--- src/hw/rtl/vcpdc_pkg.sv ---
// Types, codes and helper functions shared by the display check block.
// No dependencies.
`default_nettype none
package vcpdc_pkg;

	// Configuration register indices
	localparam logic [2:0] REG_CYCLE_A0    = 3'd0;
	localparam logic [2:0] REG_CYCLE_A1    = 3'd1;
	localparam logic [2:0] REG_CYCLE_B0    = 3'd2;
	localparam logic [2:0] REG_CYCLE_B1    = 3'd3;
	localparam logic [2:0] REG_VRAM_MODE   = 3'd4;
	localparam logic [2:0] REG_SCREEN_EN   = 3'd5;
	localparam logic [2:0] REG_CHAR_CTRL   = 3'd6;
	localparam logic [2:0] REG_ZOOM_CTRL   = 3'd7;

	// Screen codes
	localparam logic [2:0] SCR_NBG0 = 3'd0;
	localparam logic [2:0] SCR_NBG1 = 3'd1;
	localparam logic [2:0] SCR_NBG2 = 3'd2;
	localparam logic [2:0] SCR_NBG3 = 3'd3;
	localparam logic [2:0] SCR_RBG0 = 3'd4;
	localparam logic [2:0] SCR_RBG1 = 3'd5;

	// Colour depth codes
	localparam logic [2:0] COL_16    = 3'd0;
	localparam logic [2:0] COL_256   = 3'd1;
	localparam logic [2:0] COL_2048  = 3'd2;
	localparam logic [2:0] COL_32K   = 3'd3;
	localparam logic [2:0] COL_16M   = 3'd4;

	// Offset from a name-read command to the character-read command
	localparam logic [3:0] CMD_CHAR_BASE = 4'd4;

	typedef enum logic [1:0] {
		RED_NONE,
		RED_HALF,
		RED_QUARTER
	} red_t;

	typedef struct packed {
		logic [31:0] cycle_a0;
		logic [31:0] cycle_a1;
		logic [31:0] cycle_b0;
		logic [31:0] cycle_b1;
		logic [2:0]  vram_mode;
		logic [5:0]  screen_enable;
		logic [8:0]  char_control;
		logic [3:0]  zoom_control;
	} cfg_t;

	typedef struct packed {
		logic [5:0] available_char_reads;
		logic [3:0] required_char_reads;
		logic [4:0] available_name_reads;
		logic [2:0] required_name_reads;
		logic       displayed;
	} res_t;

	function automatic red_t reduction_of(input logic half, input logic quarter);
		red_t r;
		if (quarter)
			r = RED_QUARTER;
		else if (half)
			r = RED_HALF;
		else
			r = RED_NONE;
		return r;
	endfunction

	function automatic logic [3:0] count_slots(input logic [31:0] bank,
		input logic [3:0] cmd, input logic [7:0] slot_mask);
		logic [3:0] n;
		n = 4'd0;
		for (int k = 0; k < 8; k++) begin
			if (slot_mask[k] && bank[4*k +: 4] == cmd)
				n = n + 4'd1;
		end
		return n;
	endfunction

	function automatic logic [2:0] name_req(input red_t red);
		logic [2:0] r;
		case (red)
			RED_QUARTER: r = 3'd4;
			RED_HALF:    r = 3'd2;
			default:     r = 3'd1;
		endcase
		return r;
	endfunction

	function automatic logic [3:0] char_req(input red_t red, input logic [2:0] colour);
		logic [3:0] r;
		case (colour)
			COL_16: begin
				case (red)
					RED_QUARTER: r = 4'd4;
					RED_HALF:    r = 4'd2;
					default:     r = 4'd1;
				endcase
			end
			COL_256: begin
				case (red)
					RED_QUARTER: r = 4'd0;
					RED_HALF:    r = 4'd4;
					default:     r = 4'd2;
				endcase
			end
			COL_2048, COL_32K: r = (red == RED_NONE) ? 4'd4 : 4'd0;
			COL_16M:           r = (red == RED_NONE) ? 4'd8 : 4'd0;
			default:           r = 4'd0;
		endcase
		return r;
	endfunction

	function automatic logic limited_by(input red_t red, input logic [2:0] colour);
		return (red == RED_QUARTER && colour == COL_16) ||
			(red == RED_HALF && colour == COL_256);
	endfunction

endpackage
`default_nettype wire

--- src/hw/rtl/vcpdc_cfg_regs.sv ---
// Configuration register file for the display check block.
// Depends on vcpdc_pkg.
`default_nettype none
module vcpdc_cfg_regs
	import vcpdc_pkg::*;
(
	input  wire logic        clk,
	input  wire logic        arst_n,
	input  wire logic        cfg_we,
	input  wire logic [2:0]  cfg_index,
	input  wire logic [31:0] cfg_wdata,
	output cfg_t             cfg
);

	cfg_t cfg_q;

	always_ff @(posedge clk or negedge arst_n) begin
		if (!arst_n) begin
			cfg_q.cycle_a0      <= 32'hFFFF_FFFF;
			cfg_q.cycle_a1      <= 32'hFFFF_FFFF;
			cfg_q.cycle_b0      <= 32'hFFFF_FFFF;
			cfg_q.cycle_b1      <= 32'hFFFF_FFFF;
			cfg_q.vram_mode     <= 3'd4;
			cfg_q.screen_enable <= 6'd0;
			cfg_q.char_control  <= 9'd0;
			cfg_q.zoom_control  <= 4'd0;
		end else if (cfg_we) begin
			case (cfg_index)
				REG_CYCLE_A0:  cfg_q.cycle_a0      <= cfg_wdata;
				REG_CYCLE_A1:  cfg_q.cycle_a1      <= cfg_wdata;
				REG_CYCLE_B0:  cfg_q.cycle_b0      <= cfg_wdata;
				REG_CYCLE_B1:  cfg_q.cycle_b1      <= cfg_wdata;
				REG_VRAM_MODE: cfg_q.vram_mode     <= cfg_wdata[2:0];
				REG_SCREEN_EN: cfg_q.screen_enable <= cfg_wdata[5:0];
				REG_CHAR_CTRL: cfg_q.char_control  <= cfg_wdata[8:0];
				REG_ZOOM_CTRL: cfg_q.zoom_control  <= cfg_wdata[3:0];
				default: ;
			endcase
		end
	end

	assign cfg = cfg_q;

endmodule
`default_nettype wire

--- src/hw/rtl/vcpdc_eval.sv ---
// Combinational read counting and display decision for one screen query.
// Depends on vcpdc_pkg.
`default_nettype none
module vcpdc_eval
	import vcpdc_pkg::*;
(
	input  wire cfg_t        cfg,
	input  wire logic [7:0]  slot_mask,
	input  wire logic [2:0]  screen,
	output res_t             res
);

	red_t       red0, red1, red;
	logic [2:0] col0, col1, colour;
	logic       bitmap, ok, en;
	logic [3:0] name_cmd, char_cmd;
	logic [3:0] a0n, a1n, b0n, b1n, a0c, a1c, b0c, b1c;
	logic [4:0] sum0, sum1, an;
	logic [5:0] ac;
	logic [2:0] rn;
	logic [3:0] rc;

	assign red0 = reduction_of(cfg.zoom_control[0], cfg.zoom_control[1]);
	assign red1 = reduction_of(cfg.zoom_control[2], cfg.zoom_control[3]);
	assign col0 = cfg.char_control[3:1];
	assign col1 = {1'b0, cfg.char_control[6:5]};

	assign name_cmd = {2'b00, screen[1:0]};
	assign char_cmd = CMD_CHAR_BASE + name_cmd;

	assign a0n = count_slots(cfg.cycle_a0, name_cmd, slot_mask);
	assign a1n = count_slots(cfg.cycle_a1, name_cmd, slot_mask);
	assign b0n = count_slots(cfg.cycle_b0, name_cmd, slot_mask);
	assign b1n = count_slots(cfg.cycle_b1, name_cmd, slot_mask);
	assign a0c = count_slots(cfg.cycle_a0, char_cmd, slot_mask);
	assign a1c = count_slots(cfg.cycle_a1, char_cmd, slot_mask);
	assign b0c = count_slots(cfg.cycle_b0, char_cmd, slot_mask);
	assign b1c = count_slots(cfg.cycle_b1, char_cmd, slot_mask);

	assign sum0 = {1'b0, a0n} + {1'b0, b0n};
	assign sum1 = {1'b0, a1n} + {1'b0, b1n};

	always_comb begin
		red    = RED_NONE;
		colour = COL_16;
		bitmap = 1'b0;
		ok     = 1'b1;
		rn     = 3'd0;
		an     = 5'd0;
		rc     = 4'd0;
		ac     = 6'd0;
		en     = cfg.screen_enable[screen[1:0]];
		case (screen)
			SCR_NBG0: begin
				red    = red0;
				colour = col0;
				bitmap = cfg.char_control[0];
			end
			SCR_NBG1: begin
				red    = red1;
				colour = col1;
				bitmap = cfg.char_control[4];
			end
			SCR_NBG2: begin
				colour = {2'b00, cfg.char_control[7]};
				ok     = !limited_by(red0, col0);
			end
			SCR_NBG3: begin
				colour = {2'b00, cfg.char_control[8]};
				ok     = !limited_by(red1, col1);
			end
			default: ;
		endcase
		if (screen[2] == 1'b0) begin
			rc = char_req(red, colour);
			if (bitmap) begin
				ac = {2'b00, a0c} + {2'b00, b0c}
					+ (cfg.vram_mode[0] ? {2'b00, a1c} : 6'd0)
					+ (cfg.vram_mode[1] ? {2'b00, b1c} : 6'd0);
			end else begin
				rn = name_req(red);
				an = (cfg.vram_mode[1:0] == 2'b11 && sum1 > sum0) ? sum1 : sum0;
				ac = {2'b00, a0c} + {2'b00, b0c} + {2'b00, a1c} + {2'b00, b1c};
				if (an < {2'b00, rn})
					ok = 1'b0;
			end
			if (ac < {2'b00, rc})
				ok = 1'b0;
			res.displayed = en && ok;
		end else if (screen == SCR_RBG0 || screen == SCR_RBG1) begin
			res.displayed = cfg.screen_enable[{1'b0, screen[0]} + 3'd4];
		end else begin
			res.displayed = 1'b0;
		end
		res.required_name_reads  = rn;
		res.available_name_reads = an;
		res.required_char_reads  = rc;
		res.available_char_reads = ac;
	end

endmodule
`default_nettype wire

--- src/hw/rtl/vram_cycle_pattern_display_check_core.sv ---
// Top level of the background screen display check against VRAM cycle patterns.
// Depends on vcpdc_pkg, vcpdc_cfg_regs and vcpdc_eval.
//
// Usage:
//   Registers are written through cfg_we / cfg_index / cfg_wdata, one per
//   clock; the user must do so only while no query is in flight, as the block
//   does not enforce this. A query beat on s_* carries the screen code; each
//   one yields exactly one result beat on m_* with the display flag and the
//   read counts. The beat is registered in the input stage and evaluated into
//   the output register, which drives m_tvalid and m_tdata.
//   Throughput: one query per clock while m_tready is high; the input stage
//   and the output register together form a two-deep pipeline that keeps
//   taking beats while a result waits, as long as a stage is free.
//   When m_tready is low the result holds and s_tready drops once both stages
//   are full.
//   Reset: both stages empty, registers at their reset values (all banks no
//   access, normal resolution, all screens disabled).
//   SLOTS_PER_BANK (4..8) sets how many slots count in normal resolution.
`default_nettype none
module vram_cycle_pattern_display_check_core
	import vcpdc_pkg::*;
#(
	parameter int SLOTS_PER_BANK = 8
) (
	input  wire logic        clk,
	input  wire logic        arst_n,
	input  wire logic        cfg_we,
	input  wire logic [2:0]  cfg_index,
	input  wire logic [31:0] cfg_wdata,
	input  wire logic        s_tvalid,
	output logic             s_tready,
	input  wire logic [7:0]  s_tdata,   // [2:0] screen, [7:3] zero
	output logic             m_tvalid,
	input  wire logic        m_tready,
	output logic [23:0]      m_tdata    // [0] displayed, [3:1] required_name_reads,
	                                    // [8:4] available_name_reads,
	                                    // [12:9] required_char_reads,
	                                    // [18:13] available_char_reads, [23:19] zero
);

	cfg_t       cfg;
	logic [7:0] slot_mask;
	logic       valid_s1, valid_s2, ready_s1;
	logic [2:0] screen_s1;
	res_t       res, res_s2;

	vcpdc_cfg_regs u_cfg (
		.clk       (clk),
		.arst_n    (arst_n),
		.cfg_we    (cfg_we),
		.cfg_index (cfg_index),
		.cfg_wdata (cfg_wdata),
		.cfg       (cfg)
	);

	always_comb begin
		for (int k = 0; k < 8; k++)
			slot_mask[k] = (k < 4) || (cfg.vram_mode[2] && k < SLOTS_PER_BANK);
	end

	assign ready_s1 = !valid_s2 || m_tready;
	assign s_tready = !valid_s1 || ready_s1;

	always_ff @(posedge clk or negedge arst_n) begin
		if (!arst_n) begin
			valid_s1 <= 1'b0;
			valid_s2 <= 1'b0;
		end else begin
			if (s_tready)
				valid_s1 <= s_tvalid;
			if (ready_s1)
				valid_s2 <= valid_s1;
		end
	end

	always_ff @(posedge clk) begin
		if (s_tvalid && s_tready)
			screen_s1 <= s_tdata[2:0];
		if (valid_s1 && ready_s1)
			res_s2 <= res;
	end

	vcpdc_eval u_eval (
		.cfg       (cfg),
		.slot_mask (slot_mask),
		.screen    (screen_s1),
		.res       (res)
	);

	assign m_tvalid = valid_s2;
	assign m_tdata  = {5'd0, res_s2};

	// an accepted beat occupies the input stage next cycle
	a_in_fill: assert property (@(posedge clk) disable iff (!arst_n)
		(s_tvalid && s_tready) |=> valid_s1)
		else $error("accepted beat lost at input stage");

	// a beat leaving the input stage becomes a result
	a_out_fill: assert property (@(posedge clk) disable iff (!arst_n)
		(valid_s1 && ready_s1) |=> m_tvalid)
		else $error("evaluated beat lost at output stage");

	// a shown screen never lacks character reads
	a_char_ok: assert property (@(posedge clk) disable iff (!arst_n)
		(m_tvalid && res_s2.displayed) |->
		(res_s2.available_char_reads >= {2'b00, res_s2.required_char_reads}))
		else $error("displayed with too few character reads");

endmodule
`default_nettype wire
--- config.mk ---
export PLATFORM = sky130hd
export DESIGN_NAME = vram_cycle_pattern_display_check_core
export DESIGN_NICKNAME = d
export VERILOG_FILES = /design/src/hw/rtl/vcpdc_pkg.sv /design/src/hw/rtl/vcpdc_cfg_regs.sv /design/src/hw/rtl/vcpdc_eval.sv /design/src/hw/rtl/vram_cycle_pattern_display_check_core.sv
export SDC_FILE = /design/constraint.sdc
export NUM_CORES = 1
export LEC_CHECK = 0
export BUFFER_PORTS_ARGS = -buffer_cell sky130_fd_sc_hd__buf_2
export CAP_MARGIN = 15
export CORE_AREA = 2 2 158 221
export CTS_CLUSTER_DIAMETER = 120
export DETAILED_ROUTE_END_ITERATION = 7
export DIE_AREA = 0 0 160 223
export SETUP_SLACK_MARGIN = 0.05
export SLEW_MARGIN = 20
export SYNTH_ARGS = -nofsm -noshare
export SYNTH_HDL_FRONTEND = slang
export SYNTH_SLANG_ARGS = --single-unit
--- constraint.sdc ---
create_clock -name clk -period 7.8 [get_ports clk]
set_input_delay 0 -clock clk [delete_from_list [all_inputs] [get_ports clk]]
set_output_delay 0 -clock clk [all_outputs]
set_load 0.02 [all_outputs]
# After elaboration in Yosys (flattened, before gate mapping)
# Cells that the tools add are included.
[totals]
romBits = 0
n_memories = 0
reg_bits = 174
ramBits = 0
wordCells = 336
out_inout_bits = 26
input_bits = 48
latchBits = 0
[op_classes]
n_lt_le_gt_ge = 5
n_div = 0
add_sub_neg = 65
n_reduce_logical = 65
n_eq_ne = 89
shifts = 0
n_mux = 96
mul = 0
n_bitwise = 0
[ops]
columns = ["cell", "count"]
rows = [
  ["$mux 4", 60],
  ["$add 4x1->4 const B", 48],
  ["$eq 4x2->1", 32],
  ["$eq 4x4->1", 32],
  ["$logic_and 1x1->1", 40],
  ["$eq 3x3->1 const B", 7],
  ["$eq 3x2->1 const B", 6],
  ["$mux 1", 18],
  ["$pmux 3 s2", 3],
  ["$add 1x1->2 const B", 8],
  ["$pmux 4 s4", 1],
  ["$reduce_and 2->1", 8],
  ["$add 4x4->5", 3],
  ["$logic_not 3->1", 5],
  ["$add 6x4->6", 2],
  ["$add 6x6->6", 2],
  ["$eq 3x1->1 const B", 4],
  ["$mux 6", 2],
  ["$pmux 3 s4", 1],
  ["$mux 3", 3],
  ["$eq 2x1->1 const B", 4],
  ["$eq 2x2->1 const B", 4],
  ["$lt 6x4->1", 1],
  ["$gt 5x5->1", 1],
  ["other kinds (15)", 25],
]

# Logic depth before layout (Yosys ltp)
[depth]
word_depth = 27
mapped_depth = 41
mapped_depth_nobuf = 37

# By module
# A second synthesis with hierarchy kept.
[unflattened]
cells_unflattened = 1290
hier_area_um2 = 13935.9
[modules_own_cells]
columns = ["module", "seq_area_each_um2", "cells_each", "area_per_inst_um2", "n_inst"]
rows = [
  ["vcpdc_eval", 0.0, 927, 7255.7, 1],
  ["vcpdc_cfg_regs", 3915.0, 326, 5870.6, 1],
  ["vram_cycle_pattern_display_check_core", 710.7, 37, 809.5, 1],
]

# Worst setup path after synthesis
# No wires, ideal clock.
[synth_path]
path_type = "register -> register"
startpoint = "register screen_s1[0]"
endpoint = "register res_s2, in the netlist m_tdata[0], data pin"
setup_time_ns = 0.277
n_path_buf = 5
stages_incl_launch_ff = 37
synth_period_minus_slack_ns = 8.423
arrival_time_ns = 8.146
required_ns = 7.523
setup_slack_ns = -0.623
path_cell_list = "edfxtp_1 -> buf_4 -> buf_6 -> buf_2 -> buf_1 -> buf_1 -> xor2_1 -> nor3_1 -> and2_1 -> ha_1 -> xnor2_1 -> inv_1 -> ha_1 -> mux2_2 -> ha_1 -> mux2_2 -> ha_1 -> mux2_2 -> ha_1 -> mux2_2 -> ha_1 -> mux2_2 -> ha_1 -> a21o_1 -> a21oi_1 -> xnor2_1 -> inv_1 -> fa_1 -> inv_1 -> ha_1 -> xnor2_1 -> o21ai_0 -> ha_1 -> a21oi_1 -> o2111ai_1 -> nand3_1 -> o32ai_1"
[synth_rtl]
columns = ["item", "line_no", "text"]
rows = [
  ["start: declaration", "vram_cycle_pattern_display_check_core.sv:44", "logic [2:0] screen_s1;"],
  ["start signal: assignment", "vram_cycle_pattern_display_check_core.sv:78", "screen_s1 <= s_tdata[2:0];"],
  ["end signal: assignment", "vram_cycle_pattern_display_check_core.sv:80", "res_s2 <= res;"],
  ["end: declaration", "vram_cycle_pattern_display_check_core.sv:45", "res_t res, res_s2;"],
]

==> impl_results.md <==
- Status: finished clean
- Area of the multi-input gates: 8580 um^2
- Die area: 35700 um^2
- Slew Viols, Final: 0
- Max_cap viols: 0
- Post-synthesis cell type count: 82
- Post-synthesis mux area share: 16.6%
- Core area: 33800 um^2
- Cells after Synth: 1227
- Leakage power: 6.75 nW
- Die height: 223 um
- FFs w/ async S/R, synth: 87.4%
- GP Congestion: 0.852
- Crit path max-delay cell type: edfxtp_1
- Worst Tran Pin Value: 885 ps
- Tot Pwr: 0.00435 W
- Register bit total from synthesis: 174
- Tmin final: 7490 ps
- Final Hold Violating Endpoints: 0
- Flop pwr share: 31.8%
- Tcrit/Tclk final: 96.0%
- Met2 WL: 16900 um
- Worst R2R End: m_tdata[0]$_DFFE_PP_
- Worst Setup Start Kind: flip-flop
- Pre-Repair DR Iteration Count: 5
- Cell count of the worst reg-to-reg path: 31
- Post-synth EDFFs: 22
- P_sw: 0.00165 W
- CP max stage delay: 590 ps
- Worst Setup SP: screen_s1[0]$_DFFE_PP_
- Overflow after GRT: 0
- Fin Clk Skew: 11.2 ps
- Synth Area in Adders: 11.1%
- Endpoints failing setup: 0
- Via Count: 9499
- Post-DP Area: 14500 um^2
- Maximum clock insertion buffer count: 2
- Io pins: 74
- Switching share of power: 38.0%
- Register area share after synthesis: 34.7%
- Synth Area in Simple Gates: 14.1%
- Top sig layer: met4
- Critical Path End: m_tdata[0]$_DFFE_PP_
- IR drop worst, VDD: 0.166 mV
- Residual DRC: 0
- Max Fanout on Critical Path: 8
- Crit path DAT: 7700 ps
- Initial antenna violation count: 0
- Syn. warnings: 0
- H-Tree Level Count: 4
- Nets@finish: 1545
- TritonCTS Sinks: 174
- Final Cell Area: 15900 um^2
- Most common cell on crit path: ha_1
- DR vias/cell: 5.13
- Worst skew pair latency: 460 ps
- WL/cell: 17.5 um
- Worst R2R Start: screen_s1[0]$_DFFE_PP_
- DR iter-0 viols: 434
- Synth Flop Type: dfstp_2
- Clk root buf: clkbuf_16
- Pwr dens: 273 nW/um^2
- Setup CP Type: flip-flop to flip-flop
- Initial Utilization: 39.4%
- Final wirelength: 32400 um
- Register Area: 4630 um^2
- Synth Area in XOR/XNOR: 14.4%
- CP Capture Type: flip-flop
- Die span in x: 160 um
- Gr usage total: 18.7%
- Fin Setup TNS: 0 ps
- Antenna cells: 0
- Area grow syn2layout: 19.7%
- FP Rows: 80
- Number of I/O port buffers: 63
- First-pass GRT wire length: 51800 um
- Largest family of logic cells by synthesized area: multiplexers
- Layout cells sized above 1: 39.4%
- FILL cells: 3238
- Worst relative slew slack: 40.1%
- Synth Cell Area: 13300 um^2
- Power share of the combinational group: 47.4%
- Critical path data required time: 8010 ps
- Met3 wire length: 712 um
- Clock slew at reported path FFs: 70 ps
- Largest net degree at the start of global routing: 87
- M1 WL: 13800 um
- R2R Setup Slk: 310 ps
- Fmax: 0.134 GHz
- Clock power frac: 20.8%
- CTS tree: done
- Vias in the first global route: 9758
- Hold crit path type: input pin to flip-flop
- Post-detail-place hpwl: 24200 um
- Synth Area per Inst: 10.9 um^2
- Internal: 0.00270 W
- DRT antenna net count: 0
- Number of buffers created by CTS: 17
- Compound-Gate Fraction of Synth Area: 5.70%
==> synthesized netlist by cell type, types with 23 or more instances <==
master | count | area, um^2
ha_1 | 97 | 1210
inv_1 | 65 | 244
a21oi_1 | 34 | 170
nor2_1 | 51 | 191
nand2b_1 | 27 | 169
nand3_1 | 31 | 155
clkbuf_1 | 25 | 93.8
dfstp_2 | 129 | 3390
xor2_1 | 105 | 920
dfrtp_1 | 23 | 576
nand2_1 | 71 | 267
mux2_2 | 173 | 1950
xnor2_1 | 75 | 657
o21ai_0 | 25 | 125
==> layout make-up <==
cell class	count	area share, %
inverters	67	1.58
clock inverters	14	1.01
flip-flops and latches	174	29.0
repair buffers	178	8.24
well taps	451	3.54
multi-input cells	949	53.8
clock buffers	18	2.82
==> sequential cells by signal, summed over array words and instances (netlist names) <==
| signal | cells |
|---|---|
| valid_s1 | 1 |
| m_tdata | 19 |
| screen_s1 | 3 |
| u_cfg.cfg | 150 |
| m_tvalid | 1 |
==> through the flow <==
step	util [%]	hold WS (ps)	setup slack, ps	instances
after floorplan	-	-296	69.8	1231
after global placement	42.8	117	212	1761
after detailed placement	42.8	115	57.8	1761
after CTS	45.8	25.1	62.6	1833
after global routing	47.1	78.6	-80.4	1851
final	47.1	66.3	310	1851
==> routing by layer <==
layer / GRT usage [%] / up-vias
met5: 0 / -
met4: 7.90 / 0
met3: 2.77 / 45
met2: 34.0 / 122
met1: 22.0 / 4699
li1: - / 4633
==> repair_timing <==
action | in CTS | in global routing
endpoints found under the setup margin | 1 | 3
setup buffers | 0 | 18
resized for setup | 1 | 54
endpoints found under the hold margin | 178 | 0
pin swaps | 0 | 32
hold buffers | 40 | 0
==> power groups by stage <==
stage / logic [W] / clock network, W / registers [W]
3_3_place_gp: 0.00189 / 0 / 0.00139
2_1_floorplan: 0.00143 / 0 / 0.00138
5_1_grt: 0.00231 / 0.000960 / 0.00141
3_5_place_dp: 0.00194 / 0 / 0.00140
4_1_cts: 0.00198 / 0.000931 / 0.00138
6_report: 0.00206 / 0.000903 / 0.00138
==> worst max-delay path, delay by kind of cell (launching register included) <==
kind | cells | cell delay (ps)
DFF | 1 | 590
adders and majority gates | 10 | 3030
muxes | 2 | 580
buffers and inverters | 4 | 520
AOI/OAI and AO/OA | 7 | 1330
and+or+nand+nor | 5 | 620
xor gates and xnor gates | 3 | 590
==> cell families after synthesis <==
kind of cell               count (synthesis)
other                                      1
DFF                                      174
muxes                                    197
xor gates and xnor gates                 197
AOI/OAI and AO/OA                        118
and+or+nand+nor                          322
adders and majority gates                110
buffers and inverters                    108
==> worst min-delay path by stage <==
stage          depth (start not counted)                        end  slack, ps          from
6_report                               3  u_cfg.cfg[19]$_DFFE_PN0P_         70  cfg_index[2]
5_1_grt                                3   u_cfg.cfg[0]$_DFFE_PN0P_         80        cfg_we
4_1_cts                                3   u_cfg.cfg[2]$_DFFE_PN0P_         30        cfg_we
3_5_place_dp                           1  u_cfg.cfg[11]$_DFFE_PN0P_        110        arst_n
3_3_place_gp                           1  u_cfg.cfg[11]$_DFFE_PN0P_        120        arst_n
2_1_floorplan                          0       m_tvalid$_DFFE_PN0P_       -300        arst_n
==> cells in the final DEF, fill, tap and decap left out, types with 7 or more instances in the layout <==
cell	count
edfxtp_1	22
nand2_1	71
xor2_2	10
nor2_1	50
ha_4	7
xor2_1	99
buf_4	72
dfrtp_1	23
ha_1	90
nor3_1	16
a21oi_1	28
o21ai_0	21
nand2b_1	27
nor2b_1	12
nor4b_1	14
mux2_2	170
nor4_2	7
xnor2_1	71
nand3_1	31
inv_1	64
xnor2_2	7
nand4_1	7
a21o_1	12
and2_1	17
buf_2	62
fa_1	10
clkbuf_16	18
dlygate4sd3_1	40
dfstp_2	129
mux2i_1	21
nor4_1	13
(Power assumes the default switching activity.)
